<file path="config.mk">
export PLATFORM = sky130hd
export DESIGN_NAME = uvs_pos_stages
export DESIGN_NICKNAME = d
export VERILOG_FILES = /design/src/sv/uvs_pkg.sv /design/src/sv/uvs_pos_stages.sv
export SDC_FILE = /design/constraint.sdc
export NUM_CORES = 2
export LEC_CHECK = 0
export BUFFER_PORTS_ARGS = -buffer_cell sky130_fd_sc_hd__buf_2
export CAP_MARGIN = 15
export CORE_MARGIN = 1.5
export CORE_UTILIZATION = 40
export CTS_BUF_LIST = sky130_fd_sc_hd__clkbuf_8
export CTS_CLUSTER_DIAMETER = 60
export DETAILED_ROUTE_END_ITERATION = 16
export HOLD_SLACK_MARGIN = 0.06
export MAX_ROUTING_LAYER = met4
export SLEW_MARGIN = 30
export SYNTH_ARGS = -nofsm -noshare
export SYNTH_HDL_FRONTEND = slang
export SYNTH_SLANG_ARGS = --single-unit
</file>
<file path="constraint.sdc">
create_clock -name i_clk -period 23.1 [get_ports i_clk]
set_input_delay 3.465 -clock i_clk [delete_from_list [all_inputs] [get_ports i_clk]]
set_output_delay 3.465 -clock i_clk [all_outputs]
set_load 0.02 [all_outputs]
</file>
<file path="src/sv/uvs_pkg.sv">
// shared types, constants and a rounding helper function of the uv sphere vertex generator
package uvs_pkg;

    localparam int SINE_TABLE_DEPTH = 256;
    localparam int MAX_DIVISIONS    = 255;

    // pi/2 in Q2.30, seed of the sine table series
    localparam longint PI_HALF_Q30 = 64'sd1686629713;

    // denominators n*(n-1) of the odd taylor terms, n = 3, 5, .. 15
    localparam int     TAYLOR_TERMS = 7;
    localparam longint TAYLOR_DIV [TAYLOR_TERMS] = '{6, 20, 42, 72, 110, 156, 210};

    localparam int CFG_IDX_W  = 3;
    localparam int CFG_DATA_W = 17;

    // 1.0 in Q1.16 for texture saturation
    localparam logic [16:0] TEX_ONE = 17'd65536;

    typedef enum logic [CFG_IDX_W-1:0] {
        REG_RADIUS       = 3'd0,
        REG_SECTOR_COUNT = 3'd1,
        REG_STACK_COUNT  = 3'd2,
        REG_U_STEP       = 3'd3,
        REG_V_STEP       = 3'd4,
        REG_CENTER_X     = 3'd5,
        REG_CENTER_Y     = 3'd6,
        REG_CENTER_Z     = 3'd7
    } t_cfg_reg;

    typedef struct packed {
        logic        [15:0] radius;
        logic        [7:0]  sector_count;
        logic        [7:0]  stack_count;
        logic        [16:0] u_step;
        logic        [16:0] v_step;
        logic signed [15:0] center_x;
        logic signed [15:0] center_y;
        logic signed [15:0] center_z;
    } t_cfg;

    localparam t_cfg CFG_RESET = '{
        radius:       16'd256,
        sector_count: 8'd36,
        stack_count:  8'd18,
        u_step:       17'd1820,
        v_step:       17'd3641,
        center_x:     16'sd0,
        center_y:     16'sd0,
        center_z:     16'sd0
    };

    // per-vertex fields that ride along the position pipeline
    typedef struct packed {
        logic [16:0] tex_u;
        logic [16:0] tex_v;
        logic [15:0] top_corner;
        logic [15:0] bottom_corner;
        logic        upper_tri_valid;
        logic        lower_tri_valid;
        logic        in_range;
    } t_meta;

    // Q1.16 signed sines, -65536 .. 65536
    typedef struct packed {
        logic signed [17:0] sin_stack;
        logic signed [17:0] cos_stack;
        logic signed [17:0] sin_sector;
        logic signed [17:0] cos_sector;
    } t_trig;

    // divide by 65536, round to nearest, ties away from zero
    function automatic logic signed [19:0] rnd16(input logic signed [35:0] val);
        logic [35:0] mag;
        logic [36:0] sum;
        logic [19:0] quo;
        mag = val[35] ? 36'(-val) : 36'(val);
        sum = {1'b0, mag} + 37'd32768;
        quo = sum[35:16];
        return val[35] ? -$signed(quo) : $signed(quo);
    endfunction

endpackage

</file>
<file path="src/sv/uvs_pos_stages.sv">
// stages three to six: radius products, rounding, sector products, center offset
module uvs_pos_stages (
    input  logic               i_clk,
    input  logic [3:0]         i_en,
    input  uvs_pkg::t_cfg      i_cfg,
    input  uvs_pkg::t_meta     i_meta,
    input  uvs_pkg::t_trig     i_trig,
    output uvs_pkg::t_meta     o_meta,
    output logic signed [17:0] o_pos_x,
    output logic signed [17:0] o_pos_y,
    output logic signed [17:0] o_pos_z
);

    // stage 3: radius times stack cosine and sine
    uvs_pkg::t_meta     r3_meta;
    logic signed [35:0] r3_proj_prod;
    logic signed [35:0] r3_z_prod;
    logic signed [17:0] r3_sin_sector;
    logic signed [17:0] r3_cos_sector;
    logic signed [35:0] n3_proj_prod;
    logic signed [35:0] n3_z_prod;

    // stage 4: rounded ring radius and finished z
    uvs_pkg::t_meta     r4_meta;
    logic signed [17:0] r4_proj;
    logic signed [17:0] r4_z;
    logic signed [17:0] r4_sin_sector;
    logic signed [17:0] r4_cos_sector;
    logic signed [19:0] n4_proj;
    logic signed [19:0] n4_z;

    // stage 5: ring radius times sector cosine and sine
    uvs_pkg::t_meta     r5_meta;
    logic signed [35:0] r5_x_prod;
    logic signed [35:0] r5_y_prod;
    logic signed [17:0] r5_z;
    logic signed [35:0] n5_x_prod;
    logic signed [35:0] n5_y_prod;

    // stage 6: output register
    uvs_pkg::t_meta     r6_meta;
    logic signed [17:0] r6_x;
    logic signed [17:0] r6_y;
    logic signed [17:0] r6_z;
    logic signed [19:0] n6_x;
    logic signed [19:0] n6_y;

    always_comb begin
        n3_proj_prod = $signed({1'b0, i_cfg.radius}) * i_trig.cos_stack;
        n3_z_prod    = $signed({1'b0, i_cfg.radius}) * i_trig.sin_stack;

        n4_proj = uvs_pkg::rnd16(r3_proj_prod);
        n4_z    = uvs_pkg::rnd16(r3_z_prod) + 20'(i_cfg.center_z);

        n5_x_prod = r4_proj * r4_cos_sector;
        n5_y_prod = r4_proj * r4_sin_sector;

        n6_x = uvs_pkg::rnd16(r5_x_prod) + 20'(i_cfg.center_x);
        n6_y = uvs_pkg::rnd16(r5_y_prod) + 20'(i_cfg.center_y);
    end

    always_ff @(posedge i_clk) begin
        if (i_en[0]) begin
            r3_meta       <= i_meta;
            r3_proj_prod  <= n3_proj_prod;
            r3_z_prod     <= n3_z_prod;
            r3_sin_sector <= i_trig.sin_sector;
            r3_cos_sector <= i_trig.cos_sector;
        end
        if (i_en[1]) begin
            r4_meta       <= r3_meta;
            r4_proj       <= n4_proj[17:0];
            r4_z          <= n4_z[17:0];
            r4_sin_sector <= r3_sin_sector;
            r4_cos_sector <= r3_cos_sector;
        end
        if (i_en[2]) begin
            r5_meta   <= r4_meta;
            r5_x_prod <= n5_x_prod;
            r5_y_prod <= n5_y_prod;
            r5_z      <= r4_z;
        end
        if (i_en[3]) begin
            r6_meta <= r5_meta;
            r6_x    <= n6_x[17:0];
            r6_y    <= n6_y[17:0];
            r6_z    <= r5_z;
        end
    end

    assign o_meta  = r6_meta;
    assign o_pos_x = r6_x;
    assign o_pos_y = r6_y;
    assign o_pos_z = r6_z;

endmodule
</file>
* Word level (Yosys, flattened, before mapping)
Cells that the tools add are included.
Storage, ports and cells: output and inout bits 123, register bits 598, logic and storage cells 69
Operators by class: multiply operators 4, $add $sub $neg 15, muxes and demuxes 8
Operators with widths (number):
- 34-bit by 16-bit adder with 34-bit output, second input constant | 4
- 34-bit two-way mux | 4
- 34-bit negation | 4
- 18-bit by 18-bit multiplier with 36-bit output | 2
- 18-bit two-way mux | 4
- 18-bit negation | 4
- 17-bit by 18-bit multiplier with 35-bit output | 2
- 18-bit by 16-bit adder with 18-bit output | 3

* Longest topological paths before layout
depth after elaboration 6, mapped depth 29, gate-level depth less buffers 26

* Least setup slack after synthesis
Ideal clock, no wire load.
kind input port to flip-flop, from in i_cfg[100] (netlist bit), to reg r3_proj_prod[33] (data pin), arrival time 9799 ps, setup time 263 ps, path slack 13038 ps, path buffers 2, stages 23, path through clkbuf_1 clkbuf_1 nand2_1 fa_1 fa_1 fa_1 inv_1 fa_1 fa_1 inv_1 fa_1 inv_1 ha_1 a21o_1 a21o_1 a21oi_1 o21ai_0 a221o_1 a2111oi_0 o41ai_1 a221o_1 a311oi_1 xnor2_1
Between the ends: cells in the longest elaborated chain, start to end 1
RTL lines:
- start: declaration | line uvs_pos_stages.sv:5 | input uvs_pkg::t_cfg i_cfg,
- 17-bit by 18-bit multiplier with 35-bit output | line uvs_pos_stages.sv:49 | n3_proj_prod = $signed({1'b0, i_cfg.radius}) * i_trig.cos_stack;
- net n3_proj_prod[33] | line uvs_pos_stages.sv:20 | logic signed [35:0] n3_proj_prod;
- end signal: assignment | line uvs_pos_stages.sv:65 | r3_proj_prod <= n3_proj_prod;
- end: declaration | line uvs_pos_stages.sv:16 | logic signed [35:0] r3_proj_prod;
The timed path passes the listed nets, and every way through them passes these cells. A chain may end at the register's enable or synchronous reset.

* Final worst setup path
Same ends and word-level chain as after synthesis.

==> summary.md <==
| Metric | Value |
|---|---|
| Hold buffers post-CTS | 0 |
| Run status | complete, no violations |
| Kind of end point of the critical path | register |
| Number of antenna violations at the first check in global routing | 20 |
| # nets final | 9178 |
| Most repeated library cell on the critical path | fa_1 |
| Overall via count from detail_route | 48700 |
| Maximum fanout count along the critical path | 36 |
| Share of the synthesized area in the top cell type | 0.344 |
| Detailed-route wire length per cell | 16.9 µm |
| Buffers added on ports | 332 |
| Clock Sinks | 596 |
| Final hold violation count | 0 |
| Slowest cell delay on critical path | 640 ps |
| Total number of H-tree levels | 3 |
| Clock insertion delay at the later pin of the skew report | 860 ps |
| Number of instances on the worst hold path | 0 |
| Fraction of registers with async set/reset | 0 |
| Number of flops mapped to enable cells by yosys | 596 |
| Non-filler cells, final | 9712 |
| Via density | 5.02 |
| Worst-case reg-to-reg path depth | 24 |
| Detailed router's first-iteration violation count | 2401 |
| Type of the worst setup path | input port to register |
| Global-route total usage across every layer | 0.189 |
| HP Start | r4_meta[21] |
| Post-route setup TNS | 0 ps |
| Area added between synthesis and finish | 8.39% |
| Initial Util | 0.402 |
| Fmax | 97.3 MHz |
| Full die area | 184000 µm² |
| Endpoint of the worst hold path | r5_meta[21] |
| Number of setup violations in the final report | 0 |
| Startpoint types | input port |
| Register-to-Register Setup Slack | 15770 ps |
| Placeable core region | 181000 µm² |
| Count of unresolved DRC violations after routing | 0 |
| Class of the worst hold path | register to register |
| Clock Skew | 57.3 ps |
| First drt pass iteration count | 5 |
| Final routed wirelength across all metal layers | 164 mm |
| Clock buffer count from CTS | 108 |
| Horiz. Die Dim | 429 µm |
| Cell row count | 156 |
| RSZ-0062 raised after global routing | no |
| Buffer type at the clock tree root | clkbuf_8 |
| HPWL after detailed placement | 125 mm |
| Net Count, Synth | 8978 |
| Library cell contributing the largest single delay on the critical path | buf_2 |
| Number of ports placed on the die boundary | 383 |
| Largest net degree at the start of global routing | 89 |
| Warnings, synthesis | 0 |
| Post-CTS repair timing setup buffer count | 0 |
| Critical R2R Capture | r5_x_prod[35] |
| Routed Antenna Nets | 0 |
| Sequential area share after synthesis | 0.247 |
| Worst EP arrival | 10820 ps |
| Data required time at the worst endpoint | 23650 ps |
| Utilization of the core after routing | 0.436 |
| Headroom to the max-slew limit | 0.343 |
| Cell-by-cell trace of the critical path | buf_2, nand2_1, fa_1, fa_1, fa_1, fa_1, inv_1, fa_1, inv_1, fa_1, inv_1, ha_1, o21ai_0, o21ai_0, a31oi_1, o21ai_0, a221o_1, a2111oi_0, o41ai_1, a221o_1, a311oi_1, xnor2_1 |
| Die height | 429 µm |
| Share of post-route cells with drive strength above 1 | 0.0776 |
| Period utilisation layout | 0.445 |
| Measured slew at the worst slew-check pin | 986 ps |
| Synth top area cells | fa_1 (34%), edfxtp_1 (25%), inv_1 (7.7%) |
| Via count of the first global-routing pass | 52400 |
| Fin crit period | 10270 ps |
| CTS tree | yes |
| Number of distinct library cells after synthesis | 97 |
| Fin Hold WS | 393 ps |
| Routability-driven placement congestion ratio | 0.845 |
| Wire length of the first global-routing pass | 271 mm |
| Worst reg2reg startpoint | r4_cos_sector[3] |
| Most used flip-flop cell after synthesis | edfxtp_1 |
| Overflow left after global routing | 0 |
| Gates resized, CTS repair | 0 |
| Top cell type by total area after synthesis | fa_1 |
| Placed cell count | 9508 |
| Cell count after synthesis | 7048 |
| Clock edge transition at the registers on the reported setup and hold paths | 60 ps |
| Final count of pins violating max slew | 0 |
| Avg Inst Size Synth | 10.3 µm² |
| CTS max path bufs | 3 |
| Synthesis-stage register bit count | 596 |
| Maxcap violations | 0 |
| Post-synthesis instance area | 72500 µm² |
[worst max path at each step]
stage,startpoint,endpoint,slack (ps)
detailed placement,i_cfg[100],r3_proj_prod[33],12050
global route,i_cfg[100],r3_proj_prod[33],12490
global placement,i_cfg[100],r3_proj_prod[33],12210
CTS,i_cfg[100],r3_proj_prod[33],12960
floorplan,i_cfg[100],r3_proj_prod[33],13040
finish,i_cfg[100],r3_proj_prod[33],12830
[worst max-delay path: cells and delay by family]
family          cells  cell delay [ps]
compound gates      9             2860
simple gates        1              180
xor+xnor            1              130
fa+ha+maj           7             3340
buf+inv             4              780
[kinds of logic (layout without fill, tap and decap cells)]
| family | after synthesis | count (layout) | synth area share |
|---|---|---|---|
| AND/OR/NAND/NOR | 2004 | 2004 | 0.140 |
| buffers and inverters | 1775 | 2064 | 0.0921 |
| adder cells (fa/ha/maj) | 1670 | 1670 | 0.417 |
| AO/OA/AOI/OAI | 620 | 620 | 0.0570 |
| flip-flops | 596 | 596 | 0.247 |
| XOR/XNOR | 359 | 359 | 0.0441 |
| multiplexers | 24 | 24 | 0.00343 |
| other | 0 | 5 | 0 |
[Yosys cell counts (all sizes together), types with 28 or more instances]
cell,number
a21o,62
a21oi,148
a31oi,31
and2,609
and3,30
clkbuf,259
edfxtp,596
fa,1247
ha,423
inv,1496
nand2,759
nand2b,41
nand3,79
nand4,36
nor2,221
nor2b,39
nor3,62
nor4,33
o21a,28
o21ai,128
o31ai,29
xnor2,265
xor2,90
[state kept, by name, summed over array words and instances, names as in the netlist, 35 cells and up]
register      count
r4_meta          69
r3_z_prod        35
r5_x_prod        35
r3_meta          69
r5_y_prod        35
o_meta           69
r5_meta          69
r3_proj_prod     35
[per-stage QoR]
step	setup slack, ps	area, µm²
finish	12830	78600
global route	12490	78600
CTS	12960	78600
detailed placement	12050	76400
global placement	12210	76400
floorplan	13040	72500
[final cells by class]
class | instances | area (µm²)
diodes | 5 | 12.5
clock buffers | 108 | 1490
clock inverters | 91 | 707
fillers | 17200 | 102000
inverters | 1496 | 5620
multi-input cells | 4677 | 48000
flip-flops and latches | 596 | 17900
well taps | 2370 | 2970
repair buffers | 369 | 1970
[metal layers]
layer | track usage | share of wire
met1 | 0.230 | 0.42
met2 | 0.330 | 0.52
met3 | 0.0216 | 0.038
met4 | 0.0549 | 0.025
met5 | - | 0
[layout by cell type, fill, tap and decap left out, drive strengths merged, types with 29 or more instances in the layout]
cell type	Yosys	routed
a21o	62	62
a21oi	148	148
a31oi	31	31
and2	609	609
and3	30	30
buf	20	368
clkbuf	259	109
clkinv	0	44
edfxtp	596	596
fa	1247	1247
ha	423	423
inv	1496	1527
nand2	759	759
nand2b	41	41
nand3	79	79
nand4	36	36
nor2	221	221
nor2b	39	39
nor3	62	62
nor4	33	33
o21ai	128	128
o31ai	29	29
xnor2	265	265
xor2	90	90
Power is left out: the tool's default activity adds up to more than one toggle a clock period on the data nets, which glitch-free logic cannot reach.
