**config.mk**
```make
export PLATFORM = sky130hd
export DESIGN_NAME = uvs_grid_stage
export DESIGN_NICKNAME = d
export VERILOG_FILES = /design/src/sv/uvs_pkg.sv /design/src/sv/uvs_grid_stage.sv
export SDC_FILE = /design/constraint.sdc
export NUM_CORES = 1
export LEC_CHECK = 0
export BUFFER_PORTS_ARGS = -buffer_cell sky130_fd_sc_hd__buf_2
export CAP_MARGIN = 20
export CORE_MARGIN = 10
export CORE_UTILIZATION = 45
export CTS_BUF_LIST = sky130_fd_sc_hd__clkbuf_4 sky130_fd_sc_hd__clkbuf_8
export CTS_CLUSTER_DIAMETER = 100
export DETAILED_ROUTE_END_ITERATION = 7
export GPL_TIMING_DRIVEN = 0
export HOLD_SLACK_MARGIN = 0.08
export PLACE_DENSITY = 0.67
export SYNTH_ARGS = -nofsm -noshare
export SYNTH_HDL_FRONTEND = slang
export SYNTH_SLANG_ARGS = --single-unit
```
**constraint.sdc**
```tcl
create_clock -name i_clk -period 14 [get_ports i_clk]
set_input_delay 3.5 -clock i_clk [delete_from_list [all_inputs] [get_ports i_clk]]
set_output_delay 3.5 -clock i_clk [all_outputs]
set_load 0.05 [all_outputs]
```
**src/sv/uvs_pkg.sv**
```systemverilog
// shared types, constants and a rounding helper function of the uv sphere vertex generator
package uvs_pkg;

    localparam int SINE_TABLE_DEPTH = 256;
    localparam int MAX_DIVISIONS    = 255;

    // pi/2 in Q2.30, seed of the sine table series
    localparam longint PI_HALF_Q30 = 64'sd1686629713;

    // denominators n*(n-1) of the odd taylor terms, n = 3, 5, .. 15
    localparam int     TAYLOR_TERMS = 7;
    localparam longint TAYLOR_DIV [TAYLOR_TERMS] = '{6, 20, 42, 72, 110, 156, 210};

    localparam int CFG_IDX_W  = 3;
    localparam int CFG_DATA_W = 17;

    // 1.0 in Q1.16 for texture saturation
    localparam logic [16:0] TEX_ONE = 17'd65536;

    typedef enum logic [CFG_IDX_W-1:0] {
        REG_RADIUS       = 3'd0,
        REG_SECTOR_COUNT = 3'd1,
        REG_STACK_COUNT  = 3'd2,
        REG_U_STEP       = 3'd3,
        REG_V_STEP       = 3'd4,
        REG_CENTER_X     = 3'd5,
        REG_CENTER_Y     = 3'd6,
        REG_CENTER_Z     = 3'd7
    } t_cfg_reg;

    typedef struct packed {
        logic        [15:0] radius;
        logic        [7:0]  sector_count;
        logic        [7:0]  stack_count;
        logic        [16:0] u_step;
        logic        [16:0] v_step;
        logic signed [15:0] center_x;
        logic signed [15:0] center_y;
        logic signed [15:0] center_z;
    } t_cfg;

    localparam t_cfg CFG_RESET = '{
        radius:       16'd256,
        sector_count: 8'd36,
        stack_count:  8'd18,
        u_step:       17'd1820,
        v_step:       17'd3641,
        center_x:     16'sd0,
        center_y:     16'sd0,
        center_z:     16'sd0
    };

    // per-vertex fields that ride along the position pipeline
    typedef struct packed {
        logic [16:0] tex_u;
        logic [16:0] tex_v;
        logic [15:0] top_corner;
        logic [15:0] bottom_corner;
        logic        upper_tri_valid;
        logic        lower_tri_valid;
        logic        in_range;
    } t_meta;

    // Q1.16 signed sines, -65536 .. 65536
    typedef struct packed {
        logic signed [17:0] sin_stack;
        logic signed [17:0] cos_stack;
        logic signed [17:0] sin_sector;
        logic signed [17:0] cos_sector;
    } t_trig;

    // divide by 65536, round to nearest, ties away from zero
    function automatic logic signed [19:0] rnd16(input logic signed [35:0] val);
        logic [35:0] mag;
        logic [36:0] sum;
        logic [19:0] quo;
        mag = val[35] ? 36'(-val) : 36'(val);
        sum = {1'b0, mag} + 37'd32768;
        quo = sum[35:16];
        return val[35] ? -$signed(quo) : $signed(quo);
    endfunction

endpackage

```
**src/sv/uvs_grid_stage.sv**
```systemverilog
// first stage: texture coordinates, corner indices and triangle marks
module uvs_grid_stage #(
    parameter int MAX_DIVISIONS = uvs_pkg::MAX_DIVISIONS
) (
    input  logic           i_clk,
    input  logic           i_en,
    input  logic [7:0]     i_stack_index,
    input  logic [7:0]     i_sector_index,
    input  uvs_pkg::t_cfg  i_cfg,
    output uvs_pkg::t_meta o_meta
);

    localparam logic [7:0] DivLimit = 8'(MAX_DIVISIONS);

    uvs_pkg::t_meta r_meta;
    uvs_pkg::t_meta n_meta;

    logic [7:0]  sec_lim;
    logic [7:0]  stk_lim;
    logic [8:0]  stride;
    logic [24:0] u_prod;
    logic [24:0] v_prod;
    logic [16:0] row_base;
    logic [16:0] top_full;
    logic [16:0] bot_full;
    logic        owns_quad;

    always_comb begin
        sec_lim = (i_cfg.sector_count > DivLimit) ? DivLimit : i_cfg.sector_count;
        stk_lim = (i_cfg.stack_count  > DivLimit) ? DivLimit : i_cfg.stack_count;
        stride  = {1'b0, sec_lim} + 9'd1;

        u_prod = 25'(i_sector_index) * 25'(i_cfg.u_step);
        v_prod = 25'(i_stack_index)  * 25'(i_cfg.v_step);

        // rings are stride apart, corners wrap at 16 bits
        row_base = 17'(i_stack_index) * 17'(stride);
        top_full = row_base + 17'(i_sector_index);
        bot_full = top_full + 17'(stride);

        owns_quad = (i_stack_index < stk_lim) && (i_sector_index < sec_lim);

        n_meta.tex_u = (u_prod > 25'(uvs_pkg::TEX_ONE)) ? uvs_pkg::TEX_ONE : u_prod[16:0];
        n_meta.tex_v = (v_prod > 25'(uvs_pkg::TEX_ONE)) ? uvs_pkg::TEX_ONE : v_prod[16:0];
        n_meta.top_corner      = top_full[15:0];
        n_meta.bottom_corner   = bot_full[15:0];
        n_meta.upper_tri_valid = owns_quad && (i_stack_index != 8'd0);
        n_meta.lower_tri_valid = owns_quad && (({1'b0, i_stack_index} + 9'd1) != {1'b0, stk_lim});
        n_meta.in_range        = (i_stack_index <= stk_lim) && (i_sector_index <= sec_lim);
    end

    always_ff @(posedge i_clk) begin
        if (i_en) begin
            r_meta <= n_meta;
        end
    end

    assign o_meta = r_meta;

endmodule

```
# Yosys cells after proc, flatten, opt, wreduce, memory -nomap -nowiden
# Index checks and enable logic that the tools add are counted.
[op_classes]
n_mux = 2
multipliers = 3
magnitude_cmp = 8
reduce_logical = 5
n_addsub = 4
eq_ne = 1
[ops]
columns = ["cell", "count"]
rows = [
  ["25-bit by 17-bit greater-than comparator with 1-bit output, second input constant", 2],
  ["8-bit by 17-bit multiplier with 25-bit output", 2],
  ["8-bit by 1-bit adder with 9-bit output, second input constant", 2],
  ["16-bit by 8-bit adder with 16-bit output", 1],
  ["16-bit by 9-bit adder with 16-bit output", 1],
  ["8-bit greater-than comparator, second input constant", 2],
  ["8-bit less-or-equal comparator", 2],
  ["8-bit less-than comparator", 2],
  ["8-bit by 9-bit multiplier with 16-bit output", 1],
  ["8-bit 2-to-1 mux", 2],
  ["9-bit by 8-bit inequality test with 1-bit output", 1],
  ["8-bit nonzero test", 1],
  ["1-bit logical AND", 4],
]
[totals]
output_inout_bits = 69
elab_cells = 30
regBits = 69

# Logic depth before layout (Yosys ltp)
# Gate-level depths: netlist (run 1).
[logic_depth]
depth_word = 6
depth_mapped = 23
ltp_nobuf = 23

# Least setup slack after synthesis (run 1)
# OpenSTA, ideal clock, no wires.
[synth_path]
path_type = "input-to-reg"
start = "input port i_stack_index[7]"
end = "register r_meta (netlist bit o_meta[51]), data pin"
slack_ps = 5268
arrival_time_ps = 8470
n_path_buf = 3
cell_stages = 18
cell_sequence = "clkbuf_1 clkbuf_1 nand2_1 fa_1 fa_1 fa_1 fa_1 inv_1 ha_1 clkbuf_1 a21o_1 a31oi_1 o221a_2 and4_1 o221ai_1 a2111oi_2 nand4_2 or2_2"
[synth_between]
elab_chain_cells = 2
[synth_rtl]
columns = ["element", "line_no", "source"]
rows = [
  ["start, declared", "uvs_grid_stage.sv:7", "input logic [7:0] i_stack_index,"],
  ["8-bit by 17-bit multiplier with 25-bit output *", "uvs_grid_stage.sv:34", "v_prod = 25'(i_stack_index) * 25'(i_cfg.v_step);"],
  ["25-bit by 17-bit greater-than comparator with 1-bit output", "uvs_grid_stage.sv:44", "n_meta.tex_v = (v_prod > 25'(uvs_pkg::TEX_ONE)) ? uvs_pkg::TEX_ONE : v_prod[16:0];"],
  ["end signal, assigned", "uvs_grid_stage.sv:54", "r_meta <= n_meta;"],
  ["end, declared", "uvs_grid_stage.sv:15", "uvs_pkg::t_meta r_meta;"],
]
# Mark *: on every way between the ends. The rest lies on a longest branch, timed or not.
# A chain may end at the register's enable or synchronous reset.

# Worst setup path after layout (run 1)
[layout_path]
start = "input port i_stack_index[7]"
end = "register r_meta (netlist bit o_meta[37]), data pin"
[layout_between]
elab_chain_cells = 2
[layout_rtl]
columns = ["element", "line_no"]
rows = [
  ["8-bit by 17-bit multiplier with 25-bit output", "uvs_grid_stage.sv:34"],
  ["25-bit by 17-bit greater-than comparator with 1-bit output", "uvs_grid_stage.sv:44"],
]
# Every way passes these cells.

==> results.json, run 1 <==
{
  "p_comb_frac": 0.833,
  "antenna_violating_nets_post_route": 0,
  "setup_violations": 0,
  "grt_use_total": 0.193,
  "syn-mean-instance-area_um2": 9.01,
  "cts_made_buffers": 9,
  "cp_max_fo": 10,
  "gp_congestion": 0.906,
  "drc_errors": 0,
  "switching_power_mw": 1.80,
  "ioPinCount": 201,
  "timing.setup.tns_ns": 0,
  "synthArstFlopShare": 0,
  "met3_length_um": 2540,
  "critPathArrivalTime_ns": 9.99,
  "largest_reg_flops": 69,
  "layout-drive-gt1-share": 0.0972,
  "fillers": 3124,
  "syn_nets": 2169,
  "min_to": "o_meta[35]",
  "highest-signal-layer": "met5",
  "cts.path.max_buffers": 2,
  "yosys.area.top_type": "fa_1",
  "finalWorstPathRequiredPeriod_ns": 9.78,
  "vias_per_cell": 5.31,
  "synth_edf_count": 69,
  "vdd_drop_max_mv": 0.131,
  "power_frac_clock": 0.058,
  "finalCritPeriodShare": 0.699,
  "critPathKind": "in -> reg",
  "clkTransAtPathRegs_ns": 0.08,
  "grt_antenna_before_repair": 1,
  "drt_iter0_markers": 704,
  "final_nets": 2311,
  "cellLeakagePower_nw": 7.87,
  "wirelength_um": 38800,
  "hold_path.class": "in -> reg",
  "grt_pass1_vias": 12308,
  "min_from": "i_cfg[48]",
  "hpwl_um": 32100,
  "die-width_um": 202,
  "synth.distinct_cells": 71,
  "ctsResizeCount": 0,
  "ys_seq_elements": 69,
  "min_path_cells": 3,
  "io_buffers": 131,
  "grt_max_degree": 70,
  "final_max_slew_viol_count": 0,
  "synth_top_cell_area_share": 0.309,
  "multi_input_area_um2": 11500,
  "initial_core_util": 0.456,
  "max_slew.worst_pin.slew_ns": 1.06,
  "power_density_nw_per_um2": 199,
  "cap_violations": 0,
  "rows": 66,
  "crit_required_ns": 14.21,
  "hold_viol_final": 0,
  "setup.worst_path.end_class": "register",
  "htree_levels": 3,
  "cts_tree": "yes",
  "start_kind": "input port",
  "grt.overflow.total": 0,
  "final_util": 0.501,
  "cts_setup_buffers": 0,
  "clockRootBuffer": "clkbuf_8",
  "p_seq_frac": 0.109,
  "seqCellArea_um2": 2070,
  "stdcell_count": 2244,
  "fmax_mhz": 102,
  "synth_area_leaders": "fa_1 31%, edfxtp_1 14%, ha_1 13%",
  "rsz0062_at_grt": "false",
  "route.vias.total": 11913,
  "status": "completed",
  "synth.most_common_cell": "inv_1",
  "ys.flop_type": "edfxtp_1",
  "floorplan.die.height_um": 202,
  "slew_headroom": 0.288,
  "holdBufCountCts": 0,
  "drt-met1-wl_um": 17600,
  "wl_per_cell_um": 17.3,
  "first_pass_iters": 5,
  "netlist_area_um2": 14900,
  "p_int_mw": 1.45,
  "syn_inst": 1653,
  "core_um2": 32600,
  "place_inst": 2226,
  "syn_to_final_growth_pct": 9.68,
  "met2_length_um": 18100,
  "grt_pass1_wl_um": 63700,
  "synth_warnings": 0,
  "cts_sinks": 69,
  "swShare": 0.554,
  "synth_commonest_cells": "311 x inv_1, 230 x fa_1, 218 x nand2_1, 165 x and2_1, 154 x ha_1",
  "die_area_um2": 40800,
  "yosysSeqAreaShare": 0.139
}
==> critical path: stages <==
cell and delay, ns:
buf_2 0.19, clkbuf_1 0.52, clkbuf_1 0.52, nand2_1 0.16, fa_1 0.54, fa_1 0.54
fa_1 0.53, fa_1 0.54, inv_1 0.04, ha_1 0.26, clkbuf_1 0.29, nand3_1 0.24
nor4_1 0.38, o31ai_1 0.19, a31oi_1 0.21, o221ai_1 0.18, a2111oi_2 0.33, nand4_2 0.29
buf_2 0.28, nor3b_1 0.22
==> routing by layer <==
layer	global-route usage	vias to the layer above
met5	0	-
met4	0.0427	2
met3	0.0365	32
met2	0.317	330
met1	0.259	5941
li1	-	5608
==> power groups by stage <==
stage | clock network, mW | logic, mW | registers, mW
after floorplan | 0 | 1.91 | 0.551
after global placement | 0 | 2.61 | 0.357
after detailed placement | 0 | 2.67 | 0.358
after CTS | 0.194 | 2.69 | 0.353
after global routing | 0.201 | 3.03 | 0.358
final | 0.189 | 2.70 | 0.352
==> how the worst max path moves through the flow <==
stage	slack, ns	endpoint	from
final	4.22	o_meta[37]	i_stack_index[7]
after global routing	3.79	o_meta[37]	i_stack_index[2]
after CTS	4.30	o_meta[37]	i_stack_index[7]
after detailed placement	3.93	o_meta[45]	i_stack_index[7]
after global placement	4.01	o_meta[38]	i_stack_index[7]
after floorplan	5.27	o_meta[51]	i_stack_index[7]
==> logic make-up after synthesis <==
group,share of synthesized area
buf+inv,0.0918
mux,0.00219
compound gates,0.0864
flops,0.139
xor+xnor,0.0406
fa+ha+maj,0.439
simple gates,0.201
==> cell usage in the layout, fill, tap and decap left out, types with 9 or more instances in the layout <==
cell	instances
buf_2	133
o21ai_0	32
nand2_1	218
nor3_1	26
edfxtp_1	69
a21o_1	16
nor2_1	50
clkbuf_1	41
a31oi_1	9
xor2_1	21
and2_1	165
ha_1	154
o21a_1	10
fa_1	230
nand4_1	11
nor4b_1	10
a21oi_1	52
inv_1	311
nor4_1	9
nand3_1	24
xnor2_1	48
clkbuf_8	9
nor2b_1	16
==> through the flow <==
step | worst slack (ns) | area (um^2) | total power, mW | hold slack (ns)
6_report | 4.22 | 16300 | 3.24 | 3.58
4_1_cts | 4.30 | 16300 | 3.24 | 3.55
5_1_grt | 3.79 | 16300 | 3.59 | 3.57
3_3_place_gp | 4.01 | 16100 | 2.97 | 3.98
3_5_place_dp | 3.93 | 16100 | 3.03 | 3.98
2_1_floorplan | 5.27 | 14900 | 2.46 | 3.61
==> area by class of cell <==
| class | instances | share of cell area |
|---|---|---|
| diodes | 2 | 0.000307 |
| plain buffers | 50 | 0.0122 |
| clock buffers | 12 | 0.00897 |
| clock inverters | 4 | 0.00444 |
| inverters | 311 | 0.0715 |
| multi-input cells | 1223 | 0.702 |
| flip-flops and latches | 69 | 0.127 |
| well taps | 442 | 0.0339 |
| repair buffers | 131 | 0.0403 |
Power figures use the tool's default switching activity.
==> run 2: changes to the inputs <==
--- a/config.mk
+++ b/config.mk
@@ -14,7 +14,7 @@
 export DETAILED_ROUTE_END_ITERATION = 7
 export GPL_TIMING_DRIVEN = 0
 export HOLD_SLACK_MARGIN = 0.08
-export PLACE_DENSITY = 0.67
+export PLACE_DENSITY = 0.69
 export SYNTH_ARGS = -nofsm -noshare
 export SYNTH_HDL_FRONTEND = slang
 export SYNTH_SLANG_ARGS = --single-unit
==> constraint.sdc (replaced) <==
create_clock -name i_clk -period 7.9 [get_ports i_clk]
set_input_delay 1.975 -clock i_clk [delete_from_list [all_inputs] [get_ports i_clk]]
set_output_delay 1.975 -clock i_clk [all_outputs]
set_load 0.05 [all_outputs]
==> run 2 against run 1 <==
  * Final area increased by 0.26%
  * Die area unchanged
  * Flip-flop and latch count unchanged
  * Hold slack worse by 1.5 ns
  * Total power is 77% higher
  * Setup slack worse by 3.9 ns
  * Via count hardly changed
  * Final cell count decreased by 0.45%
  * Largest cell class unchanged
==> results.json, run 2 (synthesis gave the netlist of run 1 again) <==
{
  "floorplan.die.height_um": 202,
  "power_frac_clock": 0.054,
  "power_density_nw_per_um2": 350,
  "clkTransAtPathRegs_ns": 0.10,
  "grt_busiest_layer": "met2",
  "cp_common_cell": "fa_1",
  "core_um2": 32600,
  "cellLeakagePower_nw": 7.92,
  "wl_per_cell_um": 17.4,
  "wirelength_um": 38800,
  "critPathKind": "in -> reg",
  "timing.setup.tns_ns": 0,
  "final_nets": 2302,
  "fmax_mhz": 132,
  "status": "completed",
  "htree_levels": 3,
  "hpwl_um": 31900,
  "p_seq_frac": 0.109,
  "critPathArrivalTime_ns": 7.74,
  "switching_power_mw": 3.20,
  "cts_sinks": 69,
  "grt_pass1_vias": 12353,
  "vdd_drop_max_mv": 0.226,
  "p_comb_frac": 0.837,
  "cpMaxStageDelayCell": "fa_1",
  "finalCritPeriodShare": 0.959,
  "rsz0062_at_grt": "false",
  "grt_pass1_wl_um": 63500,
  "hold_path.class": "in -> reg",
  "setup_violations": 0,
  "dp_slack_ns": -0.651,
  "cts_tree": "yes",
  "gp_congestion": 0.898,
  "grt_antenna_before_repair": 4,
  "final_max_slew_viol_count": 0,
  "final_cell_mix": "311 x inv_1, 230 x fa_1, 218 x nand2_1",
  "setup.worst_path.end_class": "register",
  "io_buffers": 131,
  "cap_violations": 0,
  "place_inst": 2226,
  "fin_hold_ws_ns": 2.04,
  "layout_commonest_cell": "inv_1",
  "start_kind": "input port",
  "die-width_um": 202,
  "slew_headroom": 0.352,
  "route.vias.total": 11915,
  "grt_use_total": 0.192,
  "cts_made_buffers": 9,
  "finalWorstPathRequiredPeriod_ns": 7.57,
  "crit_chain": "buf_2, clkbuf_1, nand2_1, fa_1, inv_1, fa_1, fa_1, inv_1, fa_1, inv_1, ha_1, nand4_1, o22ai_1, nor3b_4, o221ai_2, a2111oi_0, o311a_1, nand4_4, buf_6, nor4_1",
  "gr-usage-met1": 0.254,
  "fillers": 3073,
  "holdBufCountCts": 0,
  "layout-drive-gt1-share": 0.109,
  "drt_iter0_markers": 602,
  "die_area_um2": 40800,
  "clockRootBuffer": "clkbuf_8",
  "rows": 66,
  "met2_usage": 0.308,
  "grt.overflow.total": 0,
  "cp_max_fo": 10,
  "hold_viol_final": 0,
  "use_met3": 0.0446,
  "final_util": 0.502,
  "grt_max_degree": 70,
  "vias_per_cell": 5.33,
  "drc_errors": 0,
  "max_slew.worst_pin.slew_ns": 0.972,
  "swShare": 0.558,
  "antenna_violating_nets_post_route": 0,
  "ioPinCount": 201,
  "fin_ws_ns": 0.327,
  "crit_required_ns": 8.07,
  "p_int_mw": 2.54,
  "first_pass_iters": 7,
  "syn_to_final_growth_pct": 9.97,
  "cts.path.max_buffers": 2,
  "stdcell_count": 2234,
  "cpPeakStageDelay_ns": 0.56,
  "largest_reg_flops": 69,
  "initial_core_util": 0.456
}
run 2: critical path: cells and delay by family:
kind                       cells  cell delay [ns]
adders and majority gates      5             2.33
and+or+nand+nor                5             1.22
AOI/OAI and AO/OA              4             1.09
buffers and inverters          6             1.08
run 2: repair_timing:
action,in CTS,in global routing
buffers inserted,0,0
setup endpoints to repair,17,29
resized for setup,2,42
pin swaps,0,1
run 2: final timing paths:
kind / start / end / depth (start not counted)
worst max-delay path: i_sector_index[2] / o_meta[56] / 20
worst min-delay path: i_cfg[86] / o_meta[1] / 3
run 2: area by class of cell:
cell class / count / area [um^2] / share of cell area
antenna: 1 / 2.50 / 0.000153
buffer: 41 / 191 / 0.0117
clock buffer: 9 / 124 / 0.00757
clock inverter: 7 / 66.3 / 0.00405
inverter: 311 / 1170 / 0.0713
multi-input combinational: 1223 / 11500 / 0.705
sequential: 69 / 2070 / 0.127
tap: 442 / 553 / 0.0338
timing repair buffer: 131 / 658 / 0.0402
run 2: power by group through the flow:
stage	clock network, mW	registers, mW	logic [mW]
floorplan	0	0.976	3.38
global placement	0	0.632	4.63
detailed placement	0	0.635	4.73
CTS	0.317	0.627	4.76
global route	0.328	0.637	5.39
finish	0.308	0.625	4.80
run 2: through the flow:
| step | instance area [um^2] | power, mW |
|---|---|---|
| 6_report | 16400 | 5.74 |
| 5_1_grt | 16400 | 6.35 |
| 4_1_cts | 16300 | 5.71 |
| 3_5_place_dp | 16100 | 5.36 |
| 3_3_place_gp | 16100 | 5.26 |
| 2_1_floorplan | 14900 | 4.36 |
run 2: metal layers:
layer / wire, um / vias up
met1: 17100 / 5905
met2: 17800 / 381
met3: 3140 / 47
met4: 720 / 4
li1: - / 5578
met5: 33 / -
