--- src/sv/uvs_pkg.sv ---
// shared types, constants and a rounding helper function of the uv sphere vertex generator
package uvs_pkg;

    localparam int SINE_TABLE_DEPTH = 256;
    localparam int MAX_DIVISIONS    = 255;

    // pi/2 in Q2.30, seed of the sine table series
    localparam longint PI_HALF_Q30 = 64'sd1686629713;

    // denominators n*(n-1) of the odd taylor terms, n = 3, 5, .. 15
    localparam int     TAYLOR_TERMS = 7;
    localparam longint TAYLOR_DIV [TAYLOR_TERMS] = '{6, 20, 42, 72, 110, 156, 210};

    localparam int CFG_IDX_W  = 3;
    localparam int CFG_DATA_W = 17;

    // 1.0 in Q1.16 for texture saturation
    localparam logic [16:0] TEX_ONE = 17'd65536;

    typedef enum logic [CFG_IDX_W-1:0] {
        REG_RADIUS       = 3'd0,
        REG_SECTOR_COUNT = 3'd1,
        REG_STACK_COUNT  = 3'd2,
        REG_U_STEP       = 3'd3,
        REG_V_STEP       = 3'd4,
        REG_CENTER_X     = 3'd5,
        REG_CENTER_Y     = 3'd6,
        REG_CENTER_Z     = 3'd7
    } t_cfg_reg;

    typedef struct packed {
        logic        [15:0] radius;
        logic        [7:0]  sector_count;
        logic        [7:0]  stack_count;
        logic        [16:0] u_step;
        logic        [16:0] v_step;
        logic signed [15:0] center_x;
        logic signed [15:0] center_y;
        logic signed [15:0] center_z;
    } t_cfg;

    localparam t_cfg CFG_RESET = '{
        radius:       16'd256,
        sector_count: 8'd36,
        stack_count:  8'd18,
        u_step:       17'd1820,
        v_step:       17'd3641,
        center_x:     16'sd0,
        center_y:     16'sd0,
        center_z:     16'sd0
    };

    // per-vertex fields that ride along the position pipeline
    typedef struct packed {
        logic [16:0] tex_u;
        logic [16:0] tex_v;
        logic [15:0] top_corner;
        logic [15:0] bottom_corner;
        logic        upper_tri_valid;
        logic        lower_tri_valid;
        logic        in_range;
    } t_meta;

    // Q1.16 signed sines, -65536 .. 65536
    typedef struct packed {
        logic signed [17:0] sin_stack;
        logic signed [17:0] cos_stack;
        logic signed [17:0] sin_sector;
        logic signed [17:0] cos_sector;
    } t_trig;

    // divide by 65536, round to nearest, ties away from zero
    function automatic logic signed [19:0] rnd16(input logic signed [35:0] val);
        logic [35:0] mag;
        logic [36:0] sum;
        logic [19:0] quo;
        mag = val[35] ? 36'(-val) : 36'(val);
        sum = {1'b0, mag} + 37'd32768;
        quo = sum[35:16];
        return val[35] ? -$signed(quo) : $signed(quo);
    endfunction

endpackage

--- src/sv/uvs_if.sv ---


interface uvs_cfg_if;
    logic                              valid;
    logic                              ready;
    logic [uvs_pkg::CFG_IDX_W-1:0]     index;
    logic [uvs_pkg::CFG_DATA_W-1:0]    data;

    modport source (output valid, index, data, input ready);
    modport sink   (input valid, index, data, output ready);
endinterface

--- src/sv/uvs_cfg_regs.sv ---
// configuration register file of the uv sphere vertex generator
module uvs_cfg_regs (
    input  logic          i_clk,
    input  logic          i_rst_n,
    uvs_cfg_if.sink       i_cfg,
    output uvs_pkg::t_cfg o_cfg
);

    uvs_pkg::t_cfg r_cfg;
    uvs_pkg::t_cfg n_cfg;

    assign i_cfg.ready = 1'b1;
    assign o_cfg       = r_cfg;

    always_comb begin
        n_cfg = r_cfg;
        if (i_cfg.valid) begin
            unique case (uvs_pkg::t_cfg_reg'(i_cfg.index))
                uvs_pkg::REG_RADIUS:       n_cfg.radius       = i_cfg.data[15:0];
                uvs_pkg::REG_SECTOR_COUNT: n_cfg.sector_count = i_cfg.data[7:0];
                uvs_pkg::REG_STACK_COUNT:  n_cfg.stack_count  = i_cfg.data[7:0];
                uvs_pkg::REG_U_STEP:       n_cfg.u_step       = i_cfg.data[16:0];
                uvs_pkg::REG_V_STEP:       n_cfg.v_step       = i_cfg.data[16:0];
                uvs_pkg::REG_CENTER_X:     n_cfg.center_x     = $signed(i_cfg.data[15:0]);
                uvs_pkg::REG_CENTER_Y:     n_cfg.center_y     = $signed(i_cfg.data[15:0]);
                uvs_pkg::REG_CENTER_Z:     n_cfg.center_z     = $signed(i_cfg.data[15:0]);
            endcase
        end
    end

    always_ff @(posedge i_clk) begin
        if (!i_rst_n) begin
            r_cfg <= uvs_pkg::CFG_RESET;
        end else begin
            r_cfg <= n_cfg;
        end
    end

endmodule

--- src/flat_wrapper.sv ---
// flat-port wrapper written by rule: the top's interface ports become plain ports
module uvs_cfg_regs_flat 
  (i_clk, i_rst_n, o_cfg, i_cfg_valid, i_cfg_index, i_cfg_data, i_cfg_ready);
  uvs_cfg_if i_cfg_i ();
  input  logic i_clk;
  input  logic i_rst_n;
  output uvs_pkg::t_cfg o_cfg;
  input wire logic [$bits(i_cfg_i.valid)-1:0] i_cfg_valid;
  input wire logic [$bits(i_cfg_i.index)-1:0] i_cfg_index;
  input wire logic [$bits(i_cfg_i.data)-1:0] i_cfg_data;
  output wire logic [$bits(i_cfg_i.ready)-1:0] i_cfg_ready;
  assign i_cfg_i.valid = i_cfg_valid;
  assign i_cfg_i.index = i_cfg_index;
  assign i_cfg_i.data = i_cfg_data;
  assign i_cfg_ready = i_cfg_i.ready;
  uvs_cfg_regs u_core (.i_clk(i_clk), .i_rst_n(i_rst_n), .i_cfg(i_cfg_i), .o_cfg(o_cfg));
endmodule
--- config.mk ---
export PLATFORM = sky130hd
export DESIGN_NAME = uvs_cfg_regs_flat
export DESIGN_NICKNAME = d
export VERILOG_FILES = /design/src/sv/uvs_pkg.sv /design/src/sv/uvs_if.sv /design/src/sv/uvs_cfg_regs.sv /design/src/flat_wrapper.sv
export SDC_FILE = /design/constraint.sdc
export NUM_CORES = 1
export LEC_CHECK = 0
export BUFFER_PORTS_ARGS = -buffer_cell sky130_fd_sc_hd__buf_2
export CAP_MARGIN = 20
export CORE_MARGIN = 2
export CORE_UTILIZATION = 52
export CTS_BUF_LIST = sky130_fd_sc_hd__clkbuf_4 sky130_fd_sc_hd__clkbuf_8
export CTS_CLUSTER_SIZE = 25
export DETAILED_ROUTE_END_ITERATION = 16
export HOLD_SLACK_MARGIN = 0.02
export PLACE_DENSITY = 0.86
export RECOVER_POWER = 25
export SLEW_MARGIN = 40
export SYNTH_ARGS = -nofsm -noshare
export SYNTH_HDL_FRONTEND = slang
export SYNTH_SLANG_ARGS = --single-unit
--- constraint.sdc ---
create_clock -name i_clk -period 1.4 [get_ports i_clk]
set_input_delay 0.07 -clock i_clk [delete_from_list [all_inputs] [get_ports i_clk]]
set_output_delay 0.07 -clock i_clk [all_outputs]
set_load 0.005 [all_outputs]
== Yosys cells after proc, flatten, opt, wreduce, memory -nomap -nowiden ==
Index checks and enable logic that the tools add are counted.

* Register bits: 114
* Word-level logic and storage cells: 24

* Equality and inequality tests: 7
* Reductions and logical operators: 9

{| class="wikitable"
|+ Operators with widths
! kind !! number
|-
| AND reduction 2 bit || 8
|-
| == test 3 bit (second input constant) || 4
|-
| == test 3 x 2 -> 1 bit (second input constant) || 2
|-
| == test 3 x 1 -> 1 bit (second input constant) || 1
|-
| zero test 3 bit || 1
|}

== Depth between registers and ports, before layout ==
Gate-level depths: netlist of the first run.

* Word-level depth: 2
* Mapped depth: 5

== Worst setup path before layout of the first run ==
OpenSTA, ideal clock, no wires.

* Kind: input to register
* Start: input port i_cfg_index[0]
* End: register u_core.r_cfg, in the netlist u_core.o_cfg[104]
* Setup time: 0.126 ns
* Data arrival time: 1.114 ns
* Slack: 0.161 ns
* Stages: 5
* Cells stage by stage: buf_2 or4b_4 buf_6 buf_6 mux2i_1

* Word-level cells in the longest chain between the ends: 2

{| class="wikitable"
|+ RTL lines
! item !! RTL line !! RTL
|-
| from (decl) || flat_wrapper.sv:9 || <nowiki>input wire logic [$bits(i_cfg_i.index)-1:0] i_cfg_index;</nowiki>
|-
| zero test 3 bit || uvs_cfg_regs.sv:18 || <nowiki>unique case (uvs_pkg::t_cfg_reg'(i_cfg.index))</nowiki>
|-
| AND reduction 2 bit (no source line) || n/a ||
|-
| to (signal assigned) || uvs_cfg_regs.sv:33 || <nowiki>r_cfg <= uvs_pkg::CFG_RESET;</nowiki>
|-
| to (signal assigned) || uvs_cfg_regs.sv:35 || <nowiki>r_cfg <= n_cfg;</nowiki>
|-
| to (decl) || uvs_cfg_regs.sv:9 || <nowiki>uvs_pkg::t_cfg r_cfg;</nowiki>
|}

No other way between the ends.
A chain may end at the register's enable or synchronous reset.

==> impl_metrics.yaml, run 1 <==
status:
  run_status: "completed"
place:
  gp_congestion: 0.846
  hpwl_mm: 7.64
  numPortBuffers: 136
  preCtsSetupSlack_ps: 137
  placed_area_sq_um: 5110
worst_hold_path:
  min-delay-path-class: "primary input to register"
routing:
  drcViolationCount: 0
  routed-via-count: 3520
  drtPass1Iterations: 5
  wirelength_mm: 11.0
  routedWlPerCell_um: 16.2
  drtAntennaViolNets: 0
  viasPerCell: 5.19
  drtIter0Drc: 139
clock_tree:
  cts_tree: "yes"
  cts_sinks: 114
  cts-root-buf: "clkbuf_8"
  clock_latency_ps: 410
  clock_path_buffers: 2
  cts.clk_slew.worst_paths_ps: 70
  cts-htree-levels: 4
  numCtsBuffers: 17
worst_setup_path:
  cp.buffers_inverters: 3
  worstPathRequired_ps: 1730
  crit_fanout: 33
  cp_slowest_cell: "clkbuf_2"
  crit_family: "buffers and inverters"
  cp-start-kind: "primary input"
  slowest_delay_ps: 490
  arrival_ps: 1420
  critical_path_class: "primary input to register"
  endpoint_kind: "register"
  path_cells: "clkbuf_2, buf_12, clkbuf_1, nand2_1, mux2i_1"
grt:
  overflow: 0
  grt_first_pass_wirelength_mm: 17.0
  busiest_layer: "met2"
  grt_pass1_vias: 3377
  grtUsageTotal: 0.252
  grt_max_degree: 34
  use_met1: 0.306
  antenna_found_initial: 0
  met2_usage: 0.410
  use_met3: 0.0678
power_and_ir_drop:
  cellPowerDensity_nw_per_um2: 1340
  leakage_uw: 0.00295
  ir_worst_vdd_uv: 838
floorplan:
  start_util: 0.529
  design.core.area_sq_um: 8090
  die_y_um: 94.8
  die_width_um: 94.8
  top_level_ports: 138
  die_area_sq_um: 8980
  row_count: 33
sta:
  skew_ps: 0
  fin_ws_ps: 316
  setup_tns_ps: 0
  hold_viol: 0
  setup_viol: 0
  worst_pin_slew_ps: 630
  slew_viol_final: 0
  rsz0062_at_grt: "no"
  fmax_mhz: 923
  post-route-period-util: 0.774
  max-slew-margin-rel: 0.580
  fin_crit_ps: 1080
synth:
  postSynthCellCount: 412
  synth_common_cells: "dfxtp_1 (114), mux2i_1 (114), nand2_1 (113)"
  syn_nets: 435
  synth_cell_type_count: 15
  synth_edf_count: 0
  synthDominantCellAreaShare: 0.533
  yosysWarnings: 0
  synth_seq_cells: 114
  syn_area_sq_um: 4280
  async_flop_share: 0
  syn_avg_cell_area_sq_um: 10.4
  synth_flop_cell: "dfxtp_1"
  ys_top_cells_by_area: "dfxtp_1 (53%), mux2i_1 (27%), nand2_1 (9.9%)"
  synth_top_cell_by_area: "dfxtp_1"
  synth-seq-area-share: 0.533
cells_and_area:
  drive_gt1_frac: 0.316
  nets: 583
  largest_reg_flops: 114
  syn2layout_area_growth_pct: 32.4
  num-fill-cells: 630
  finalInstanceArea_sq_um: 5670
  diodes: 0
run:
  max-cap-violations: 0
==> per-layer routing <==
layer | part of all wire | vias up | wire length (um)
li1 | - | 1651 | -
met1 | 0.42 | 1710 | 4660
met5 | 0 | - | 0
met4 | 0.029 | 0 | 315
met3 | 0.060 | 25 | 662
met2 | 0.49 | 134 | 5350
==> cells in the final DEF, fill, tap and decap left out <==
cell and instances:
nand4b_1 2, or4b_4 1, and4b_1 2, bufinv_16 6, clkbuf_8 20, clkbuf_1 3
nand2_1 113, dfxtp_1 114, conb_1 1, clkinv_2 3, clkbuf_4 2, nand4_1 1
buf_4 9, clkinvlp_4 1, nor2b_1 28, nand4bb_1 2, dlygate4sd3_1 11, mux2i_1 114
buf_2 134, buf_12 3, nor4bb_1 1, clkbuf_2 2
==> what timing repair did <==
action,CTS,global route
resized for setup,0,0
buffers inserted,0,0
endpoints found under the hold margin,20,0
hold buffers,11,0
==> final timing paths <==
| check | slack [ps] | cells past startpoint | start | to |
|---|---|---|---|---|
| worst max-delay path | 320 | 5 | i_rst_n | u_core.o_cfg[14] |
| worst min-delay path | 80 | 3 | i_cfg_index[1] | u_core.o_cfg[82] |
| worst max register to register | 750 | 2 | u_core.o_cfg[53] | u_core.o_cfg[53] |
| worst min register to register | 460 | 2 | u_core.o_cfg[88] | u_core.o_cfg[88] |
==> power by group <==
part / switching, uW / total (uW) / internal (uW)
sequential: 38.0 / 3350 / 3320
combinational: 264 / 471 / 208
clock: 1280 / 3760 / 2480
==> logic make-up (layout without fill, tap and decap cells) <==
kind of cell,Yosys count,count (layout),share of synthesized area
flops,114,114,0.533
mux,114,114,0.266
buf+inv,33,194,0.0389
simple gates,150,150,0.161
other cells,1,1,0.000876
==> per-stage QoR <==
| step | hold WS (ps) | total power, uW | instances | util |
|---|---|---|---|---|
| 6_report | 83.5 | 7590 | 678 | 0.701 |
| 5_1_grt | 105 | 7800 | 678 | 0.701 |
| 4_1_cts | 53.8 | 7640 | 678 | 0.706 |
| 3_5_place_dp | 357 | 3880 | 635 | 0.631 |
| 3_3_place_gp | 344 | 3860 | 635 | 0.631 |
| 2_1_floorplan | 231 | 3680 | 412 | - |
==> cell type report <==
cell class	instances	area, sq um	area share
Clock buffer	22	290	0.0512
Clock inverter	10	203	0.0357
Multi-Input combinational cell	265	1830	0.323
Sequential cell	114	2280	0.402
Tap cell	105	131	0.0232
Timing Repair Buffer	162	930	0.164
==> worst reg2reg max path, cell delays in order (launching register included) <==
cell,delay [ps]
dfxtp_1,310
nor2b_1,110
mux2i_1,90
Note: power is estimated with default switching activity, not from simulation.
==> run 2, diff against run 1 <==
--- a/config.mk
+++ b/config.mk
@@ -5,15 +5,16 @@
 export SDC_FILE = /design/constraint.sdc
 export NUM_CORES = 1
 export LEC_CHECK = 0
+export ABC_AREA = 1
 export BUFFER_PORTS_ARGS = -buffer_cell sky130_fd_sc_hd__buf_2
 export CAP_MARGIN = 20
 export CORE_MARGIN = 2
-export CORE_UTILIZATION = 52
+export CORE_UTILIZATION = 53
 export CTS_BUF_LIST = sky130_fd_sc_hd__clkbuf_4 sky130_fd_sc_hd__clkbuf_8
 export CTS_CLUSTER_SIZE = 25
 export DETAILED_ROUTE_END_ITERATION = 16
 export HOLD_SLACK_MARGIN = 0.02
-export PLACE_DENSITY = 0.86
+export PLACE_DENSITY = 0.87
 export RECOVER_POWER = 25
 export SLEW_MARGIN = 40
 export SYNTH_ARGS = -nofsm -noshare
==> constraint.sdc (replaced) <==
create_clock -name i_clk -period 1.1 [get_ports i_clk]
set_input_delay 0.055 -clock i_clk [delete_from_list [all_inputs] [get_ports i_clk]]
set_output_delay 0.055 -clock i_clk [all_outputs]
set_load 0.005 [all_outputs]
==> run 2 against run 1 <==
- register-to-register slack lost 280 ps
- global-route usage rose by 3.2 points
- count of clock-buffer cells in the layout unchanged
==> impl_metrics.yaml, run 2 <==
status:
  run_status: "completed"
power_and_ir_drop:
  fin_total_pwr_uw: 8870
  combPwrFrac: 0.110
  seq_power_share: 0.491
  leakage_uw: 0.00287
  p_clk_frac: 0.399
  swShare: 0.251
  ir_worst_vdd_uv: 829
  internal_power_uw: 6640
  p_sw_uw: 2230
  cellPowerDensity_nw_per_um2: 1530
sta:
  post-route-period-util: 0.890
  hold_viol: 0
  slew_viol_final: 0
  fin_crit_ps: 979
  skew_ps: 0
  fmax_mhz: 1020
  rsz0062_at_grt: "no"
  setup_viol: 0
  setup_tns_ps: 0
synth:
  postSynthCellCount: 636
  synth_most_common_cell: "nor2_1"
  syn_avg_cell_area_sq_um: 7.05
  synthDominantCellAreaShare: 0.509
  async_flop_share: 0
  synth_seq_cells: 114
  synth_common_cells: "nor2_1 (194), nand2_1 (158), dfxtp_1 (114)"
  syn_nets: 659
  synth_top_cell_by_area: "dfxtp_1"
  syn_area_sq_um: 4480
  yosysWarnings: 0
  synth-seq-area-share: 0.509
  ys_top_cells_by_area: "dfxtp_1 (51%), nor2_1 (16%), nand2_1 (13%)"
  synth_cell_type_count: 15
  synth_edf_count: 0
  synth_flop_cell: "dfxtp_1"
worst_setup_path:
  crit_family: "flip-flops"
  slowest_delay_ps: 370
  cp_slowest_cell: "dfxtp_1"
  endpoint_kind: "output pin"
  arrival_ps: 920
  path_cells: "buf_2"
  critical_path_class: "register to output pin"
  worstPathRequired_ps: 1040
  crit_fanout: 2
  cp.buffers_inverters: 1
  cp-start-kind: "register"
clock_tree:
  clock_path_buffers: 2
  cts_hold_buf: 12
  cts.clk_slew.worst_paths_ps: 60
  cts_resized: 0
  numCtsBuffers: 17
  clock_latency_ps: 420
  cts_setup_buffers: 0
  cts_tree: "yes"
  cts-root-buf: "clkbuf_8"
  cts_sinks: 114
  cts-htree-levels: 4
floorplan:
  design.core.area_sq_um: 8220
  top_level_ports: 138
  start_util: 0.546
  die_y_um: 96.0
  die_area_sq_um: 9210
  die_width_um: 96.0
  row_count: 33
routing:
  viasPerCell: 5.16
  routedWlPerCell_um: 14.3
  drtAntennaViolNets: 0
  wirelength_mm: 12.8
  drtPass1Iterations: 5
  routed-via-count: 4624
  drtIter0Drc: 395
  drcViolationCount: 0
grt:
  antenna_found_initial: 0
  grt_pass1_vias: 4014
  grtUsageTotal: 0.284
  overflow: 0
  grt_max_degree: 42
  grt_first_pass_wirelength_mm: 19.4
place:
  hpwl_mm: 8.77
  gp_congestion: 0.772
  numPortBuffers: 136
  placed_cells: 856
cells_and_area:
  syn2layout_area_growth_pct: 29.5
  largest_reg_flops: 114
  finalNonFillerCells: 896
  diodes: 0
  drive_gt1_frac: 0.231
  num-fill-cells: 690
  layout_common_cells: "nor2_1 (194), nand2_1 (158), buf_2 (126), dfxtp_1 (114), nand3_1 (98)"
  nets: 805
  layout_commonest_cell: "nor2_1"
worst_hold_path:
  min-delay-path-class: "primary input to register"
run:
  max-cap-violations: 0
-- run 2: changes by cell type in the layout (fill, tap and decap cells not counted), sizes merged, moves of 3 or more --
cell    before  now
nor2         0  204
mux2i      114    0
nand3        0   98
nand2      113  159
nor2b       28    0
inv          0   23
bufinv       6    1
clkbuf      27   31
buf        146  143
-- run 2: final cells by class --
cell class,count,area [sq um],area share
multi-input cells,462,1910,0.330
clock buffers,22,297,0.0511
inverters,23,86.3,0.0149
clock inverters,6,57.6,0.00991
repair buffers,164,1040,0.179
flip-flops and latches,114,2280,0.393
well taps,105,131,0.0226
-- run 2: worst paths after layout --
check / start / endpoint / slack, ps / cells past startpoint
max: u_core.o_cfg[102] / o_cfg[102] / 120 / 1
min: i_cfg_data[15] / u_core.o_cfg[15] / 100 / 5
max reg2reg: u_core.o_cfg[97] / u_core.o_cfg[97] / 470 / 2
min reg2reg: u_core.o_cfg[51] / u_core.o_cfg[51] / 470 / 2
-- run 2: per-stage QoR --
step / hold WS, ps / utilization / worst slack, ps / instance area, sq um
after floorplan: 168 / - / 256 / 4480
after global placement: 275 / 0.650 / -1.53 / 5340
after detailed placement: 291 / 0.650 / -67.3 / 5340
after CTS: 81.9 / 0.708 / 123 / 5820
after global routing: 107 / 0.707 / 84.2 / 5810
final: 100 / 0.707 / 121 / 5810
-- run 2: kinds of logic after synthesis --
logic type             count (synthesis)  share of synthesized area
buffers and inverters                 60                     0.0639
DFF                                  114                      0.509
and+or+nand+nor                      461                      0.426
other                                  1                   0.000836
-- run 2: power groups by stage --
stage	combinational [uW]	clock, uW	sequential, uW
finish	973	3540	4360
global route	1080	3760	4370
CTS	967	3560	4350
detailed placement	930	0	4440
global placement	904	0	4440
floorplan	522	0	4450
-- run 2: worst register-to-register path, delay by kind of cell (launching register included) --
kind	cells	cell delay [ps]
flops	1	330
simple gates	2	200
-- run 2: layer usage --
layer | vias up | wire length [um] | global-route usage
li1 | 2254 | - | -
met1 | 2089 | 5160 | 0.361
met2 | 250 | 5960 | 0.447
met3 | 31 | 1320 | 0.0783
met4 | 0 | 363 | 0.133
met5 | - | 0 | 0
==> run 3, diff against run 2 <==
--- a/config.mk
+++ b/config.mk
@@ -5,16 +5,16 @@
 export SDC_FILE = /design/constraint.sdc
 export NUM_CORES = 1
 export LEC_CHECK = 0
-export ABC_AREA = 1
+export ABC_AREA = 0
 export BUFFER_PORTS_ARGS = -buffer_cell sky130_fd_sc_hd__buf_2
 export CAP_MARGIN = 20
 export CORE_MARGIN = 2
-export CORE_UTILIZATION = 53
+export CORE_UTILIZATION = 52
 export CTS_BUF_LIST = sky130_fd_sc_hd__clkbuf_4 sky130_fd_sc_hd__clkbuf_8
 export CTS_CLUSTER_SIZE = 25
 export DETAILED_ROUTE_END_ITERATION = 16
 export HOLD_SLACK_MARGIN = 0.02
-export PLACE_DENSITY = 0.87
+export PLACE_DENSITY = 0.86
 export RECOVER_POWER = 25
 export SLEW_MARGIN = 40
 export SYNTH_ARGS = -nofsm -noshare
==> run 3 against run 2 <==
- sequential cell count stayed put
- routed wire length down 10%
- cell count fell by 24%
- sequential share of layout area up 0.81 points
==> impl_metrics.yaml, run 3 (synthesis results as in run 1) <==
routing:
  drtPass1Iterations: 5
  viasPerCell: 5.20
  wirelength_mm: 11.5
  drtIter0Drc: 149
  routedWlPerCell_um: 16.9
  routed-via-count: 3555
  drtAntennaViolNets: 0
  drcViolationCount: 0
floorplan:
  row_count: 33
  die_width_um: 94.8
  top_level_ports: 138
  design.core.area_sq_um: 8090
  start_util: 0.529
  die_y_um: 94.8
  die_area_sq_um: 8980
worst_setup_path:
  crit_family: "flip-flops"
  cp_slowest_cell: "dfxtp_1"
  timing.rr.end: "u_core.o_cfg[96]"
  worstPathRequired_ps: 1040
  crit_fanout: 2
  arrival_ps: 910
  path_cells: "buf_2"
  cp.buffers_inverters: 1
  slowest_delay_ps: 350
  rrSetupSlack_ps: 410
  endpoint_kind: "output pin"
  critical_path_class: "register to output pin"
  reg2reg_from: "u_core.o_cfg[96]"
  r2r_cells: 2
  cp-start-kind: "register"
clock_tree:
  cts-root-buf: "clkbuf_8"
  clock_path_buffers: 2
  cts_resized: 0
  cts_tree: "yes"
  cts_sinks: 114
  clock_latency_ps: 410
  cts.clk_slew.worst_paths_ps: 70
  cts-htree-levels: 4
  numCtsBuffers: 17
grt:
  grtUsageTotal: 0.258
  grt_max_degree: 31
  antenna_found_initial: 0
  grt_pass1_vias: 3374
  grt_first_pass_wirelength_mm: 17.4
  overflow: 0
place:
  hpwl_mm: 7.78
  numPortBuffers: 136
  gp_congestion: 0.805
  preCtsSetupSlack_ps: -79.7
worst_hold_path:
  min_path_cells: 3
  hold_end: "u_core.o_cfg[79]"
  min-delay-path-class: "primary input to register"
  hp-start: "i_cfg_data[14]"
sta:
  slew_viol_final: 0
  worst_pin_slew_ps: 563
  max-slew-margin-rel: 0.625
  post-route-period-util: 0.877
  hold_viol: 0
  setup_viol: 0
  fin_ws_ps: 135
  rsz0062_at_grt: "no"
  skew_ps: 0
  fmax_mhz: 1040
  fin_crit_ps: 965
status:
  run_status: "completed"
run:
  max-cap-violations: 0
cells_and_area:
  layout_commonest_cell: "buf_2"
  nets: 588
  layout_common_cells: "buf_2 (132), mux2i_1 (114), dfxtp_1 (114), nand2_1 (113), nor2b_1 (28)"
  diodes: 0
  drive_gt1_frac: 0.311
  num-fill-cells: 633
  largest_reg_flops: 114
  syn2layout_area_growth_pct: 32.8
power_and_ir_drop:
  p_clk_frac: 0.462
  cellPowerDensity_nw_per_um2: 1600
  fin_total_pwr_uw: 9110
  combPwrFrac: 0.070
  p_sw_uw: 2040
  internal_power_uw: 7070
  ir_worst_vdd_uv: 829
  swShare: 0.224
  seq_power_share: 0.469
  leakage_uw: 0.00295
-- run 3: cell count changes in the layout (fill, tap and decap cells not counted), moves of 4 or more --
cell	previous run	this run
nor2_2	4	0
nor2_1	194	0
nor2b_1	0	28
buf_2	126	132
nor2_4	6	0
mux2i_1	0	114
nand3_1	98	0
inv_1	22	0
nand2_1	158	113
-- run 3: power by group through the flow --
stage | logic, uW | clock network (uW) | registers, uW
after floorplan | 324 | 0 | 4360
after global routing | 678 | 4450 | 4270
after CTS | 649 | 4230 | 4270
after global placement | 594 | 0 | 4350
final | 634 | 4200 | 4270
after detailed placement | 611 | 0 | 4360
-- run 3: worst max-delay path by stage --
stage          slack (ps)  cells past startpoint        startpoint                end
4_1_cts               130                      1  u_core.o_cfg[67]          o_cfg[67]
2_1_floorplan        -110                      5    i_cfg_index[0]  u_core.o_cfg[104]
3_3_place_gp          -70                      3    i_cfg_index[0]  u_core.o_cfg[105]
5_1_grt                50                      6    i_cfg_index[1]   u_core.o_cfg[29]
6_report              140                      1  u_core.o_cfg[23]          o_cfg[23]
3_5_place_dp          -80                      3    i_cfg_index[0]  u_core.o_cfg[105]
-- run 3: routing by layer --
metal / vias to the layer above / wire length, um / track usage
li1: 1664 / - / -
met1: 1732 / 4880 / 0.322
met2: 140 / 5740 / 0.430
met3: 19 / 691 / 0.0623
met4: 0 / 202 / 0.104
met5: - / 0 / 0
-- run 3: area by class of cell --
type	instances	area (sq um)	area share
clock buffers	24	312	0.0548
flip-flops and latches	114	2280	0.401
multi-input cells	265	1830	0.322
well taps	105	131	0.0231
clock inverters	8	125	0.0220
repair buffers	167	1000	0.176
-- run 3: worst reg2reg max path, cell delays in order (launching register included) --
cell     delay, ps
dfxtp_1        330
nand2_1         90
mux2i_1        190
-- run 3: what timing repair did --
action	in CTS	in global routing
setup buffers	0	0
hold buffers	12	0
hold endpoints to repair	23	0
-- run 3: stage by stage --
step / setup TNS (ps) / cells / util / hold slack [ps] / area, sq um
5_1_grt: 0 / 683 / 0.703 / 62.1 / 5690
6_report: 0 / 683 / 0.703 / 60.4 / 5690
4_1_cts: 0 / 683 / 0.710 / 49.6 / 5750
3_3_place_gp: -1200 / 639 / 0.641 / 323 / 5190
2_1_floorplan: -1040 / 412 / - / 216 / 4310
3_5_place_dp: -2150 / 639 / 0.641 / 343 / 5190
